**src/rtl/core/sdwq_pkg.sv**
```systemverilog
// ----------------------------------------------------------------------------
// sdwq_pkg
// Shared types and constants for the sorted deadline wakeup queue.
// ----------------------------------------------------------------------------
`timescale 1ns / 1ps

package sdwq_pkg;

    // fixed port widths
    localparam int IN_ID_W    = 6;
    localparam int DUR_W      = 32;
    localparam int OUT_ID_W   = 6;
    localparam int OUT_TICK_W = 48;

    // most words released by one tick
    localparam int MAX_RESULTS = 16;

    localparam logic OP_TICK  = 1'b0;
    localparam logic OP_SLEEP = 1'b1;

    localparam logic ST_RELEASED = 1'b0;
    localparam logic ST_REJECTED = 1'b1;

    // per-cycle command broadcast to every cell
    typedef struct packed {
        logic ins;  // insert r_key / new id at its sorted place
        logic pop;  // shift everything one cell toward the head
    } t_cell_ctrl;

endpackage

```
**src/rtl/core/sdwq_cell.sv**
```systemverilog
// ----------------------------------------------------------------------------
// sdwq_cell
// One slot of the sorted queue. Holds a deadline and an id, compares its
// deadline with the broadcast key, and shifts with its neighbors.
// ----------------------------------------------------------------------------
`timescale 1ns / 1ps

module sdwq_cell
    import sdwq_pkg::*;
#(
    parameter int IDX         = 0,
    parameter int QUEUE_DEPTH = 16,
    parameter int TICK_BITS   = 48,
    parameter int ID_BITS     = 6,
    localparam int OCC_W      = $clog2(QUEUE_DEPTH + 1)
) (
    input  logic                 i_clk,
    input  t_cell_ctrl           i_ctrl,
    input  logic [TICK_BITS-1:0] i_key,
    input  logic [ID_BITS-1:0]   i_new_id,
    input  logic [OCC_W-1:0]     i_occ,
    input  logic                 i_left_after,
    input  logic [TICK_BITS-1:0] i_left_dl,
    input  logic [ID_BITS-1:0]   i_left_id,
    input  logic [TICK_BITS-1:0] i_right_dl,
    input  logic [ID_BITS-1:0]   i_right_id,
    output logic                 o_after,
    output logic [TICK_BITS-1:0] o_dl,
    output logic [ID_BITS-1:0]   o_id
);

    logic [TICK_BITS-1:0] r_dl, n_dl;
    logic [ID_BITS-1:0]   r_id, n_id;

    // occupied and not later than the key: a new entry with that key goes behind
    assign o_after = (i_occ > OCC_W'(IDX)) && (r_dl <= i_key);

    always_comb begin
        n_dl = r_dl;
        n_id = r_id;
        if (i_ctrl.pop) begin
            n_dl = i_right_dl;
            n_id = i_right_id;
        end else if (i_ctrl.ins && !o_after) begin
            if (i_left_after) begin
                n_dl = i_key;
                n_id = i_new_id;
            end else begin
                n_dl = i_left_dl;
                n_id = i_left_id;
            end
        end
    end

    always_ff @(posedge i_clk) begin
        r_dl <= n_dl;
        r_id <= n_id;
    end

    assign o_dl = r_dl;
    assign o_id = r_id;

endmodule

```
**src/rtl/core/sorted_deadline_wakeup_queue_core.sv**
```systemverilog
// ----------------------------------------------------------------------------
// sorted_deadline_wakeup_queue_core
// Tick counter plus a chain of cells kept sorted by wakeup deadline.
//
//   channel   dir  handshake               payload
//   request   in   start & !busy           i_opcode, i_sleeper_id, i_duration
//   result    out  o_valid, one cycle      o_status, o_released_id,
//                                          o_tick_now, o_last
//
// Sleep released at once or rejected: result in the cycle after acceptance.
// Sleep queued: deadline add, then insert into the cell chain in S_INS.
// Tick: bump the counter, then S_POP checks the head and releases each due
//   word; the head pops one cell a cycle.
// Reset is synchronous; it empties the queue and zeroes the counter, cell
// contents are left as they are. Results cannot be stalled.
// ----------------------------------------------------------------------------
`timescale 1ns / 1ps

module sorted_deadline_wakeup_queue_core
    import sdwq_pkg::*;
#(
    parameter int QUEUE_DEPTH = 16,
    parameter int TICK_BITS   = 48,
    parameter int ID_BITS     = 6
) (
    input  logic                    i_clk,
    input  logic                    i_rst_n,
    input  logic                    start,
    output logic                    busy,
    input  logic                    i_opcode,
    input  logic [IN_ID_W-1:0]      i_sleeper_id,
    input  logic signed [DUR_W-1:0] i_duration,
    output logic                    o_valid,
    output logic                    o_status,
    output logic [OUT_ID_W-1:0]     o_released_id,
    output logic [OUT_TICK_W-1:0]   o_tick_now,
    output logic                    o_last
);

    localparam int OCC_W = $clog2(QUEUE_DEPTH + 1);
    localparam int CNT_W = $clog2(MAX_RESULTS);

    localparam logic [1:0] S_IDLE = 2'd0;
    localparam logic [1:0] S_POP  = 2'd1;
    localparam logic [1:0] S_INS  = 2'd2;

    logic [1:0]           r_state, n_state;
    logic [TICK_BITS-1:0] r_tick, n_tick;
    logic [TICK_BITS-1:0] r_key, n_key;
    logic [OCC_W-1:0]     r_occ, n_occ;
    logic [CNT_W-1:0]     r_cnt, n_cnt;
    logic [ID_BITS-1:0]   r_new_id, n_new_id;
    logic                 r_valid, n_valid;
    logic                 r_status, n_status;
    logic [OUT_ID_W-1:0]  r_o_id, n_o_id;
    logic                 r_last, n_last;

    logic                 w_accept;
    logic [ID_BITS-1:0]   w_in_id;
    logic [TICK_BITS:0]   w_sum;
    logic                 w_full;
    logic                 w_final;
    t_cell_ctrl           w_ctrl;

    logic                 w_after [QUEUE_DEPTH];
    logic [TICK_BITS-1:0] w_dl    [QUEUE_DEPTH];
    logic [ID_BITS-1:0]   w_id    [QUEUE_DEPTH];

    assign busy     = (r_state != S_IDLE);
    assign w_accept = start && !busy;
    assign w_in_id  = ID_BITS'(i_sleeper_id);
    assign w_full   = (r_occ == OCC_W'(QUEUE_DEPTH));
    assign w_sum    = {1'b0, r_tick} + (TICK_BITS + 1)'(unsigned'(i_duration));

    // in S_POP the key holds the new tick count, so w_after[0] means head is due
    assign w_final = (r_cnt == CNT_W'(MAX_RESULTS - 1)) || !w_after[1];

    assign w_ctrl.pop = (r_state == S_POP) && w_after[0];
    assign w_ctrl.ins = (r_state == S_INS);

    always_comb begin
        n_state  = r_state;
        n_tick   = r_tick;
        n_key    = r_key;
        n_occ    = r_occ;
        n_cnt    = r_cnt;
        n_new_id = r_new_id;
        n_valid  = 1'b0;
        n_status = r_status;
        n_o_id   = r_o_id;
        n_last   = r_last;
        case (r_state)
            S_IDLE: begin
                if (w_accept) begin
                    if (i_opcode == OP_TICK) begin
                        // saturate, never wrap
                        n_tick  = (r_tick == '1) ? r_tick : r_tick + 1'b1;
                        n_key   = n_tick;
                        n_cnt   = '0;
                        n_state = S_POP;
                    end else if (i_duration <= 0 || w_full) begin
                        n_valid  = 1'b1;
                        n_status = (i_duration <= 0) ? ST_RELEASED : ST_REJECTED;
                        n_o_id   = OUT_ID_W'(w_in_id);
                        n_last   = 1'b1;
                    end else begin
                        n_key    = w_sum[TICK_BITS] ? '1 : w_sum[TICK_BITS-1:0];
                        n_new_id = w_in_id;
                        n_state  = S_INS;
                    end
                end
            end
            S_POP: begin
                if (w_after[0]) begin
                    n_valid  = 1'b1;
                    n_status = ST_RELEASED;
                    n_o_id   = OUT_ID_W'(w_id[0]);
                    n_last   = w_final;
                    n_occ    = r_occ - 1'b1;
                    n_cnt    = r_cnt + 1'b1;
                    if (w_final) begin
                        n_state = S_IDLE;
                    end
                end else begin
                    n_state = S_IDLE;
                end
            end
            S_INS: begin
                n_occ   = r_occ + 1'b1;
                n_state = S_IDLE;
            end
            default: begin
                n_state = S_IDLE;
            end
        endcase
    end

    always_ff @(posedge i_clk) begin
        if (!i_rst_n) begin
            r_state <= S_IDLE;
            r_tick  <= '0;
            r_occ   <= '0;
            r_cnt   <= '0;
            r_valid <= 1'b0;
        end else begin
            r_state <= n_state;
            r_tick  <= n_tick;
            r_occ   <= n_occ;
            r_cnt   <= n_cnt;
            r_valid <= n_valid;
        end
    end

    always_ff @(posedge i_clk) begin
        r_key    <= n_key;
        r_new_id <= n_new_id;
        r_status <= n_status;
        r_o_id   <= n_o_id;
        r_last   <= n_last;
    end

    // output tick reflects the count when the word was produced
    logic [OUT_TICK_W-1:0] r_o_tick;
    always_ff @(posedge i_clk) begin
        r_o_tick <= OUT_TICK_W'(r_tick);
    end

    for (genvar g = 0; g < QUEUE_DEPTH; g++) begin : g_cell
        logic                 w_l_after;
        logic [TICK_BITS-1:0] w_l_dl, w_r_dl;
        logic [ID_BITS-1:0]   w_l_id, w_r_id;

        if (g == 0) begin : g_head
            assign w_l_after = 1'b1;
            assign w_l_dl    = '0;
            assign w_l_id    = '0;
        end else begin : g_mid
            assign w_l_after = w_after[g-1];
            assign w_l_dl    = w_dl[g-1];
            assign w_l_id    = w_id[g-1];
        end

        if (g == QUEUE_DEPTH - 1) begin : g_tail
            assign w_r_dl = '0;
            assign w_r_id = '0;
        end else begin : g_body
            assign w_r_dl = w_dl[g+1];
            assign w_r_id = w_id[g+1];
        end

        sdwq_cell #(
            .IDX         (g),
            .QUEUE_DEPTH (QUEUE_DEPTH),
            .TICK_BITS   (TICK_BITS),
            .ID_BITS     (ID_BITS)
        ) u_cell (
            .i_clk        (i_clk),
            .i_ctrl       (w_ctrl),
            .i_key        (r_key),
            .i_new_id     (r_new_id),
            .i_occ        (r_occ),
            .i_left_after (w_l_after),
            .i_left_dl    (w_l_dl),
            .i_left_id    (w_l_id),
            .i_right_dl   (w_r_dl),
            .i_right_id   (w_r_id),
            .o_after      (w_after[g]),
            .o_dl         (w_dl[g]),
            .o_id         (w_id[g])
        );
    end

    assign o_valid       = r_valid;
    assign o_status      = r_status;
    assign o_released_id = r_o_id;
    assign o_tick_now    = r_o_tick;
    assign o_last        = r_last;

endmodule

```
**config.mk**
```make
export PLATFORM = sky130hd
export DESIGN_NAME = sorted_deadline_wakeup_queue_core
export DESIGN_NICKNAME = d
export VERILOG_FILES = /design/src/rtl/core/sdwq_pkg.sv /design/src/rtl/core/sdwq_cell.sv /design/src/rtl/core/sorted_deadline_wakeup_queue_core.sv
export SDC_FILE = /design/constraint.sdc
export NUM_CORES = 2
export LEC_CHECK = 0
export BUFFER_PORTS_ARGS = -buffer_cell sky130_fd_sc_hd__buf_4
export CORE_ASPECT_RATIO = 1.2
export CORE_MARGIN = 4
export CORE_UTILIZATION = 33
export CTS_CLUSTER_DIAMETER = 200
export CTS_CLUSTER_SIZE = 10
export DETAILED_ROUTE_END_ITERATION = 7
export PLACE_DENSITY = 0.47
export SYNTH_ARGS = -nofsm -noshare
export SYNTH_HDL_FRONTEND = slang
export SYNTH_SLANG_ARGS = --single-unit
```
**constraint.sdc**
```tcl
create_clock -name i_clk -period 12.2 [get_ports i_clk]
set_input_delay 1.22 -clock i_clk [delete_from_list [all_inputs] [get_ports i_clk]]
set_output_delay 1.22 -clock i_clk [all_outputs]
set_load 0.01 [all_outputs]
```
==> flow_summary.ini <==
[outcome]
status = finished clean

[drt]
wl_per_cell_um = 27.63
drt-pass1-iter-count = 7
drc = 0
via_per_inst = 5.616
initialDrtViolationCount = 4650
finalWirelength_um = 266700
vias = 54190
antenna_left = 0

[clocking]
clock-sinks = 1034
clock_path_buffers = 3
hold_buffers = 0
ctsResizeCount = 0
worstSkewPairLatency_ns = 0.77
clkTransAtPathRegs_ns = 0.07
cts_buffers = 113
cts_root_buf = clkbuf_16
cts_tree = yes
postCtsSetupBuffers = 0
htree_levels = 3

[worst_setup_path]
crit_end = g_cell[9].u_cell.o_dl[13]$_DFFE_PP_
crit_family = simple AND/OR/NAND/NOR gates
path_depth = 12
cp.required_ns = 12.61
rr_endpoint = g_cell[9].u_cell.o_dl[13]$_DFFE_PP_
slowest_stage = nor4_1
rr_worst_depth = 12
endpoint_kind = register
start_kind = register
crit_path_frequent_cell = buf_4
critPathKind = reg -> reg
crit_path_max_incr_delay_ns = 1.00
crit_start = r_key[47]$_DFFE_PP_
worstPathCellList = inv_1 > ha_1 > nand4_1 > nor4_1 > nand2_1 > nor3_1 > o41ai_1 > and3_1 > o21ai_4 > buf_4 > nand2_4 > buf_4
r2r_start = r_key[47]$_DFFE_PP_
critPathArrivalTime_ns = 7.25
reg2reg_setup_slack_ns = 5.35
cp_num_buf_inv = 3
cp_max_fo = 37

[cells_and_area]
mostFrequentLayoutCells = 960 x nand2_1, 887 x o21ai_0, 872 x edfxtp_1
layout-drive-gt1-share = 0.06040
fin_cells = 9650
layout.nets = 7633
fillers = 20910
area_growth_pct = 10.23
fin_area_um2 = 75820
final_util = 0.3659
mostFrequentLayoutCell = nand2_1

[timing]
fin_ws_ns = 5.353
period_share = 0.5612
tns_ns = 0
grt_setup_unrepaired = false
max_slew_margin = 0.09985
whs_ns = 0.4114
finalHoldViolCount = 0
setup_viol = 0
post-route-min-period_ns = 6.847
fmax_mhz = 146.1
slew_violations = 0
skew_ns = 0.05495
worst_pin_slew_ns = 1.336

[place]
place_ws_ns = 5.353
port_buffers = 99
dpl.cell_count = 9443
gp_congestion = 0.9113
place_area_um2 = 72560
dp_hpwl_um = 189500

[logic_synthesis]
synth_flop_cell = edfxtp_1
synth_adder_area_share = 0.1471
synth_compound_gate_area_share = 0.1529
synth_top_family_by_area = compound AO/OA/AOI/OAI gates
synth_xor_area_frac = 0.01171
netlist_area_um2 = 68780
async_flop_share = 0
syn_inst = 6828
synth_mux_area_frac = 0.1105
postSynthAreaPerCell_um2 = 10.07
synth_nets = 7678
ys_warn_count = 0
synth_cell_types = 85
yosys_register_bits = 1034
seq_area_frac_synth = 0.4278
synth-simple-area-share = 0.1174
synth_edf_count = 872

[min_path]
holdCritPathClass = reg -> reg

[grt]
grt_util_all_layers = 0.2408
gr-total-overflow = 0
grt_start_max_net_pins = 253
grt_first_pass_wirelength_um = 384700
antenna_found_initial = 14
grt_pass1_vias = 53850

[die]
fp-row-count = 183
die-area_um2 = 215800
die_h_um = 508.1
num_io_pins = 100
core_um2 = 207200
start_util = 0.3319
die_x_um = 424.8

[power_and_ir_drop]
power.total_mw = 8.346
vdd_drop_max_uv = 122.8
p_leak_nw = 29.83
powerDensity_nw_per_um2 = 110.1

[job]
cap_violations = 0
## how the worst min path moves through the flow
stage	from	end	slack (ns)	depth (start not counted)
2_1_floorplan	r_tick[10]$_SDFFE_PN0P_	o_tick_now[10]$_DFF_P_	0.35	0
4_1_cts	r_tick[33]$_SDFFE_PN0P_	o_tick_now[33]$_DFF_P_	0.41	0
5_1_grt	r_tick[33]$_SDFFE_PN0P_	o_tick_now[33]$_DFF_P_	0.43	0
3_3_place_gp	r_tick[33]$_SDFFE_PN0P_	o_tick_now[33]$_DFF_P_	0.40	0
3_5_place_dp	r_tick[47]$_SDFFE_PN0P_	o_tick_now[47]$_DFF_P_	0.40	0
6_report	r_tick[33]$_SDFFE_PN0P_	o_tick_now[33]$_DFF_P_	0.41	0
## registers in the layout, indices dropped and copies added (netlist names)
signal,cells
g_cell.u_cell.o_dl,768
g_cell.u_cell.o_id,96
o_tick_now,48
r_key,48
r_tick,48
o_released_id,6
r_new_id,6
r_occ,5
r_cnt,4
r_state,2
o_last,1
o_status,1
o_valid,1
## cells in the mapped netlist (all sizes together) (10+ instances only)
| library cell | count | area (um2) |
|---|---|---|
| nand2 | 969 | 3637 |
| o21ai | 956 | 4788 |
| edfxtp | 872 | 26190 |
| ha | 807 | 10100 |
| mux2i | 758 | 7587 |
| a21oi | 432 | 2162 |
| nor2 | 296 | 1114 |
| clkbuf | 239 | 1077 |
| a21o | 236 | 1772 |
| nand4 | 180 | 1126 |
| dfxtp | 162 | 3243 |
| buf | 146 | 783.2 |
| inv | 99 | 371.6 |
| nor3 | 62 | 310.3 |
| nor2b | 58 | 362.9 |
| nand3 | 55 | 280.3 |
| xor2 | 49 | 429.2 |
| xnor2 | 43 | 376.6 |
| a31oi | 33 | 206.5 |
| and3 | 30 | 187.7 |
| nor4 | 30 | 230.2 |
| or3 | 30 | 187.7 |
| o211ai | 26 | 195.2 |
| a211oi | 23 | 172.7 |
| nand2b | 23 | 143.9 |
| o21a | 22 | 165.2 |
| and4 | 17 | 148.9 |
| or2 | 16 | 102.6 |
| and2 | 14 | 87.59 |
| o21bai | 14 | 105.1 |
| a2111oi | 11 | 97.59 |
| o31ai | 10 | 75.07 |
## worst register-to-register path: stages (launching register included)
cell and delay (ns):
edfxtp_1 0.67, inv_1 0.48, ha_1 0.45, nand4_1 0.19, nor4_1 1.00, nand2_1 0.13, nor3_1 0.24, o41ai_1 0.13
and3_1 0.28, o21ai_4 0.73, buf_4 0.89, nand2_4 0.71, buf_4 0.59
## where the power goes
part	internal (mW)	switching (mW)	leakage (nW)
Combinational	0.348	0.613	19.0
Clock	1.74	1.56	1.54
Sequential	3.94	0.144	9.27
## final cells by class
| type | count | area, um2 | area share |
|---|---|---|---|
| inverter | 101 | 379.1 | 0.005000 |
| tap | 2775 | 3472 | 0.04579 |
| timing repair buffer | 225 | 1724 | 0.02274 |
| antenna | 4 | 10.01 | 0.0001320 |
| multi-input combinational | 5308 | 37560 | 0.4953 |
| clock inverter | 6 | 88.84 | 0.001172 |
| sequential | 1034 | 29430 | 0.3881 |
| clock buffer | 197 | 3164 | 0.04173 |
## logic make-up (layout without fill, tap and decap cells)
family,after synthesis,count (layout)
other,0,4
multiplexers,759,759
buffers and inverters,486,529
flip-flops,1034,1034
XOR/XNOR,92,92
adder cells (fa/ha/maj),808,808
AO/OA/AOI/OAI,1851,1851
AND/OR/NAND/NOR,1798,1798
## layer usage
metal	part of all wire	track usage
met4	0.053	0.1137
met2	0.47	0.4044
met3	0.052	0.03015
met5	0.00025	0
met1	0.42	0.3077
No activity file was read; power rests on OpenSTA's default activity.
